File: src/sv/fmpf_pkg.sv
package fmpf_pkg;

  localparam int RULE_SLOTS = 16;
  localparam int SLOT_W = 4;
  localparam int STAT_COUNT = 7;

  localparam logic [2:0] ACT_CHECK = 3'd0;
  localparam logic [2:0] ACT_ADD = 3'd1;
  localparam logic [2:0] ACT_REMOVE = 3'd2;
  localparam logic [2:0] ACT_FLUSH = 3'd3;
  localparam logic [2:0] ACT_READ_COUNT = 3'd4;
  localparam logic [2:0] ACT_READ_STAT = 3'd5;

  // configuration register byte addresses
  localparam logic [2:0] ADDR_DEF_IN = 3'd0;
  localparam logic [2:0] ADDR_DEF_OUT = 3'd4;

  localparam logic [7:0] PROTO_ICMP = 8'd1;
  localparam logic [7:0] PROTO_TCP = 8'd6;
  localparam logic [7:0] PROTO_UDP = 8'd17;

  localparam logic [1:0] RCLASS_TCP = 2'd1;
  localparam logic [1:0] RCLASS_UDP = 2'd2;
  localparam logic [1:0] RCLASS_ICMP = 2'd3;
  localparam logic [1:0] DIR_BOTH = 2'd2;

  localparam logic [1:0] VERDICT_ACCEPT = 2'd0;
  localparam logic [1:0] VERDICT_DROP = 2'd1;
  localparam logic [1:0] VERDICT_REJECT = 2'd2;

  localparam logic [2:0] STAT_TOTAL_IN = 3'd0;
  localparam logic [2:0] STAT_TOTAL_OUT = 3'd1;
  localparam logic [2:0] STAT_ACC_IN = 3'd2;
  localparam logic [2:0] STAT_ACC_OUT = 3'd3;
  localparam logic [2:0] STAT_DROP_IN = 3'd4;
  localparam logic [2:0] STAT_DROP_OUT = 3'd5;
  localparam logic [2:0] STAT_REJECT = 3'd6;

  typedef struct packed {
    logic [1:0] direction;
    logic [7:0] ip_protocol;
    logic [31:0] src;
    logic [31:0] dst;
    logic [15:0] sport;
    logic [15:0] dport;
  } pkt_t;

  // command from the control block to every cell
  typedef struct packed {
    logic check;
    logic add;
    logic remove;
    logic flush;
    logic [SLOT_W-1:0] sel;
    logic [1:0] rdir;
    logic [1:0] rproto;
    logic [1:0] rverdict;
  } cell_cmd_t;

  // value carried along the chain, lowest slot first
  typedef struct packed {
    logic hit;
    logic free;
    logic [SLOT_W-1:0] hit_idx;
    logic [SLOT_W-1:0] free_idx;
    logic [1:0] verdict;
  } chain_t;

  function automatic logic [1:0] norm_verdict(input logic [1:0] v);
    return (v == 2'd3) ? VERDICT_REJECT : v;
  endfunction

endpackage

File: src/sv/fmpf_cell.sv
module fmpf_cell (
  input  logic                  clk,
  input  logic                  rst,
  input  logic [fmpf_pkg::SLOT_W-1:0] my_idx,
  input  fmpf_pkg::cell_cmd_t   cmd,
  input  fmpf_pkg::pkt_t        pkt,
  input  logic [31:0]           smask,
  input  logic [31:0]           dmask,
  input  logic                  take_add,
  input  logic                  take_hit,
  input  fmpf_pkg::chain_t      chain_in,
  output fmpf_pkg::chain_t      chain_out,
  output logic                  in_use,
  output logic [31:0]           count
);
  import fmpf_pkg::*;

  logic [1:0] rdir, rproto, rverdict;
  logic [31:0] rsrc, rdst, msrc, mdst;
  logic [15:0] rsport, rdport;
  logic hits, is_tu, ok_proto, ok_port;

  always_comb begin
    is_tu = (pkt.ip_protocol == PROTO_TCP) || (pkt.ip_protocol == PROTO_UDP);
    case (rproto)
      RCLASS_TCP: ok_proto = pkt.ip_protocol == PROTO_TCP;
      RCLASS_UDP: ok_proto = pkt.ip_protocol == PROTO_UDP;
      RCLASS_ICMP: ok_proto = pkt.ip_protocol == PROTO_ICMP;
      default: ok_proto = 1'b1;
    endcase
    ok_port = ((rsport == 16'd0) && (rdport == 16'd0)) ||
              (is_tu && (rsport == 16'd0 || rsport == pkt.sport) &&
               (rdport == 16'd0 || rdport == pkt.dport));
    hits = in_use && (rdir == DIR_BOTH || rdir == pkt.direction) && ok_proto &&
           (rsrc == 32'd0 || (pkt.src & msrc) == (rsrc & msrc)) &&
           (rdst == 32'd0 || (pkt.dst & mdst) == (rdst & mdst)) && ok_port;
    chain_out = chain_in;
    if (!chain_in.hit && hits) begin
      chain_out.hit = 1'b1;
      chain_out.hit_idx = my_idx;
      chain_out.verdict = norm_verdict(rverdict);
    end
    if (!chain_in.free && !in_use) begin
      chain_out.free = 1'b1;
      chain_out.free_idx = my_idx;
    end
  end

  always_ff @(posedge clk) begin
    if (rst) begin
      in_use <= 1'b0;
      count <= 32'd0;
    end else if (cmd.flush) begin
      in_use <= 1'b0;
      count <= 32'd0;
    end else if (cmd.add && take_add) begin
      in_use <= 1'b1;
      count <= 32'd0;
    end else if (cmd.remove && cmd.sel == my_idx) begin
      in_use <= 1'b0;
    end else if (cmd.check && take_hit) begin
      count <= count + 32'd1;
    end
  end

  always_ff @(posedge clk) begin
    if (cmd.add && take_add) begin
      rdir <= cmd.rdir;
      rproto <= cmd.rproto;
      rverdict <= cmd.rverdict;
      rsrc <= pkt.src;
      rdst <= pkt.dst;
      msrc <= smask;
      mdst <= dmask;
      rsport <= pkt.sport;
      rdport <= pkt.dport;
    end
  end

endmodule

File: config.mk
export PLATFORM = sky130hd
export DESIGN_NAME = fmpf_cell
export DESIGN_NICKNAME = d
export VERILOG_FILES = /design/src/sv/fmpf_pkg.sv /design/src/sv/fmpf_cell.sv
export SDC_FILE = /design/constraint.sdc
export NUM_CORES = 1
export LEC_CHECK = 0
export ABC_AREA = 1
export BUFFER_PORTS_ARGS = -buffer_cell sky130_fd_sc_hd__buf_2
export CORE_UTILIZATION = 35
export CTS_CLUSTER_DIAMETER = 200
export DETAILED_ROUTE_END_ITERATION = 12
export GPL_ROUTABILITY_DRIVEN = 0
export PLACE_DENSITY = 0.67
export SLEW_MARGIN = 10
export SYNTH_ARGS = -nofsm -noshare
export SYNTH_HDL_FRONTEND = slang
export SYNTH_SLANG_ARGS = --single-unit
export TNS_END_PERCENT = 5
File: constraint.sdc
create_clock -name clk -period 11.05 [get_ports clk]
set_input_delay 1.105 -clock clk [delete_from_list [all_inputs] [get_ports clk]]
set_output_delay 1.105 -clock clk [all_outputs]
set_load 0.1 [all_outputs]
After elaboration in Yosys (flattened, before gate mapping)
Cells that the tools add are included.

Register bits after elaboration: 199. Bits of input ports: 204. Output and inout port bits: 45. Word-level logic and storage cells: 71.

Add/sub/neg operators: 1. Equal/unequal tests: 14. Mux-type cells: 9. Bitwise operators: 5. Reductions and logical operators: 31.

Operators with widths (count): $and A32 B32 Y32 (4); $eq A32 B32 Y1 (2); $logic_not A32 Y1 (2); $add A32 B1 Y32 const B (1); $eq A16 B16 Y1 (2); $logic_not A16 Y1 (2); $logic_and A1 B1 Y1 (13); $eq A2 B2 Y1 const B (4); $eq A8 B1 Y1 const B (1); $eq A8 B3 Y1 const B (1); $eq A8 B5 Y1 const B (1); $mux W4 (2); $logic_or A1 B1 Y1 (7); $eq A4 B4 Y1 (1); $mux W1 (4); $mux W2 (2); $logic_not A1 Y1 (3); $pmux W1 S3 (1); $reduce_or A3 Y1 (1); $eq A2 B1 Y1 const B (1); $eq A2 B2 Y1 (1); $reduce_and A2 Y1 (1); $reduce_bool A2 Y1 (1); $reduce_or A2 Y1 (1); $not A1 Y1 (1).

Longest topological paths before layout
Word-level depth: 9. Depth in mapped cells: 14. Gate-level depth less buffers: 14.

Worst setup path after synthesis
No wires, ideal clock.

Kind: input port to flip-flop. Start point: input port cmd[12] (netlist name). End point: register mdst[0] (enable). Library setup time: 519 ps. Arrival time: 4382 ps. Data required time: 10531 ps. Setup slack: 6148 ps. Cell stages on the path: 2. Buffers on the path: 0. Cell sequence: nand2_1 -> inv_1.

Cells in the longest elaborated chain, start to end: 1.

RTL lines: from (decl) (RTL line fmpf_cell.sv:5) `input fmpf_pkg::cell_cmd_t cmd,`; $logic_and A1 B1 Y1 (RTL line fmpf_cell.sv:67) `if (cmd.add && take_add) begin`; to (signal assigned) (RTL line fmpf_cell.sv:74) `mdst <= dmask;`; to (decl) (RTL line fmpf_cell.sv:19) `logic [31:0] rsrc, rdst, msrc, mdst;`.

No other way between the ends. A chain may end at the register's enable or synchronous reset.

==> impl_metrics.ini <==
[yosys]
syn-num-nets = 1254
post_synth_num_cell_types = 35
synth_most_common_cell = nand2_1
synth_top_area_share = 0.521
syn_area_sq_um = 9560
synth_edf_count = 166
seq_area_frac_synth = 0.590
synthFlopType = edfxtp_1
syn_area_per_cell_sq_um = 9.12
synth_seq_cells = 199
synth_async_sr_flop_share = 0
synth-warning-count = 0
synth_largest_area_cell = edfxtp_1
syn_inst = 1049
synth_commonest_cells = nand2_1, edfxtp_1, inv_1
ys_top_cells_by_area = edfxtp_1, nand2_1, dfxtp_1

[global_routing]
grt_overflow = 0
antenna_found_initial = 1
grt_max_degree = 86
grt_pass1_vias = 7417
grt.total_usage = 0.170
grt_pass1_wl_um = 37000

[cells_and_area]
final_area_sq_um = 11800
fin_cells = 1665
syn_to_final_growth_pct = 23.4
drive_above_1_share = 0.237
nets = 1515

[sta]
fin_crit_ns = 4.15
fin_ws_ns = 6.90
fin_crit_sh = 0.376
slew_headroom = 0.297
fmax_ghz = 0.241
setup_tns_ns = 0
slew_viol_final = 0
tightest_slew_ns = 1.05
hold_viol = 0
setup_viol = 0
rsz0062_at_grt = false
skew_ns = 0.0133

[critical_path]
cp_top_family = simple AND/OR/NAND/NOR gates
max_stage_delay_ns = 0.42
crit_fanout = 7
r2r_slack_ns = 9.27
required_ns = 9.95
crit_slowest_cell = buf_2
cp_cell_sequence = buf_2 -> or2_1 -> nand3_1 -> nand2_1 -> nor2_1 -> nand2_1 -> nor2_1 -> a21oi_1 -> nor2_4 -> nand4_1 -> nand2_1 -> buf_2
end_kind = output pin
crit_type = in2out
cp-start-kind = primary input
worst-path-buf-inv = 2
crit_top_cell = nand2_1
cp.arrival_ns = 3.05

[route]
ant_nets = 0
viasPerCell = 4.64
first_iter_violations = 513
drt_wl_total_um = 23800
route.detailed.drc = 0
wl_per_cell_um = 14.3
dr.pass1.iters = 5
dr_total_vias = 7721

[floorplanning]
die_x_um = 167
io_pins = 249
rows = 60
start_util = 0.356
die-area_sq_um = 28000
die_h_um = 167
coreArea_sq_um = 26900

[min_path]
min_path_type = reg2reg

[run_status]
status = finished clean

[cts]
clk_latency_ns = 0.44
cts_setup_buffers = 0
h-tree-depth = 4
cts.sinks = 199
cts-resized-gates = 0
cts_root_buffer = clkbuf_16
cts_buffer_depth = 2
cts_buffers = 17
cts_tree = done
postCtsHoldBufs = 0
clk_pin_slew_ns = 0.07

[power]
peakVddDrop_mv = 0.130
power_density_nw_per_um2 = 143
p_total_mw = 1.69
power.leakage_nw = 5.17

[placed_design]
place_area_sq_um = 11200
place_inst = 1632
io_buffers = 248
preCtsSetupSlack_ns = 6.80
place_hpwl_um = 18200

[flow_run]
maxCapViolations = 0
per-layer routing:
| layer | vias to the layer above | GRT usage | routed length (um) |
|---|---|---|---|
| met4 | 2 | 0.0479 | 330 |
| met2 | 226 | 0.292 | 11500 |
| met5 | - | 0 | 13 |
| li1 | 3954 | - | - |
| met3 | 26 | 0.0397 | 1450 |
| met1 | 3513 | 0.214 | 10500 |
sequential cells by signal, indices dropped and copies added (netlist names), 16 cells and up:
register,flops
count,32
mdst,32
msrc,32
rdst,32
rsrc,32
rdport,16
rsport,16
cells by family (layout without fill, tap and decap cells):
logic type,count (synthesis),after routing,synth area share
adder cells (fa/ha/maj),1,1,0.00131
other,0,1,0
XOR/XNOR,30,30,0.0275
flip-flops,199,199,0.590
multiplexers,4,4,0.00471
buffers and inverters,155,429,0.0624
AO/OA/AOI/OAI,54,54,0.0290
AND/OR/NAND/NOR,606,606,0.285
report_power, final:
part / internal (mW) / total (mW) / leakage (nW) / switching (mW)
Sequential: 0.861 / 0.882 / 1.82 / 0.0212
Clock: 0.340 / 0.639 / 0.286 / 0.299
Combinational: 0.0625 / 0.166 / 3.06 / 0.103
Total: 1.26 / 1.69 / 5.17 / 0.423
worst register-to-register path, stage by stage (launching register included):
cell and delay, ns:
dfxtp_1 0.39, ha_1 0.32, nand3_2 0.12, nor4_4 0.27, nand2_2 0.13, nor2_4 0.17
nand2_1 0.07, o21ai_0 0.14, nor2_1 0.06
cell type report:
cell class              instances  area, sq um
clock inverters                15          168
diodes                          1         2.50
flip-flops and latches        199         5650
multi-input cells             695         3320
inverters                     148          563
clock buffers                  17          425
repair buffers                249         1250
fillers                      2626        15100
well taps                     341          427
final timing paths:
check / from / endpoint / depth (start not counted)
worst max-delay path: pkt[85] / chain_out[8] / 12
worst max register to register: count[0]$_SDFFE_PP0P_ / count[16]$_SDFFE_PP0P_ / 8
worst min register to register: count[27]$_SDFFE_PP0P_ / count[27]$_SDFFE_PP0P_ / 2
worst min-delay path: count[27]$_SDFFE_PP0P_ / count[27]$_SDFFE_PP0P_ / 2
cell usage in the layout (no fill, tap or decap), drive strengths merged, types with 17 or more instances in the layout:
| cell | netlist | layout |
|---|---|---|
| o21ai | 19 | 19 |
| nand3 | 85 | 85 |
| or2 | 28 | 28 |
| nand2 | 331 | 331 |
| edfxtp | 166 | 166 |
| xnor2 | 20 | 20 |
| dfxtp | 33 | 33 |
| inv | 148 | 154 |
| nand4 | 25 | 25 |
| clkbuf | 2 | 17 |
| nor2 | 108 | 108 |
| a21oi | 32 | 32 |
| buf | 5 | 249 |
metrics by stage:
step                       util  hold slack, ns
after floorplan               -           0.890
after CTS                 0.439           0.500
after global routing      0.439           0.534
final                     0.439           0.499
after global placement    0.417           0.482
after detailed placement  0.417           0.489
Note: power is estimated with default switching activity, not from simulation.
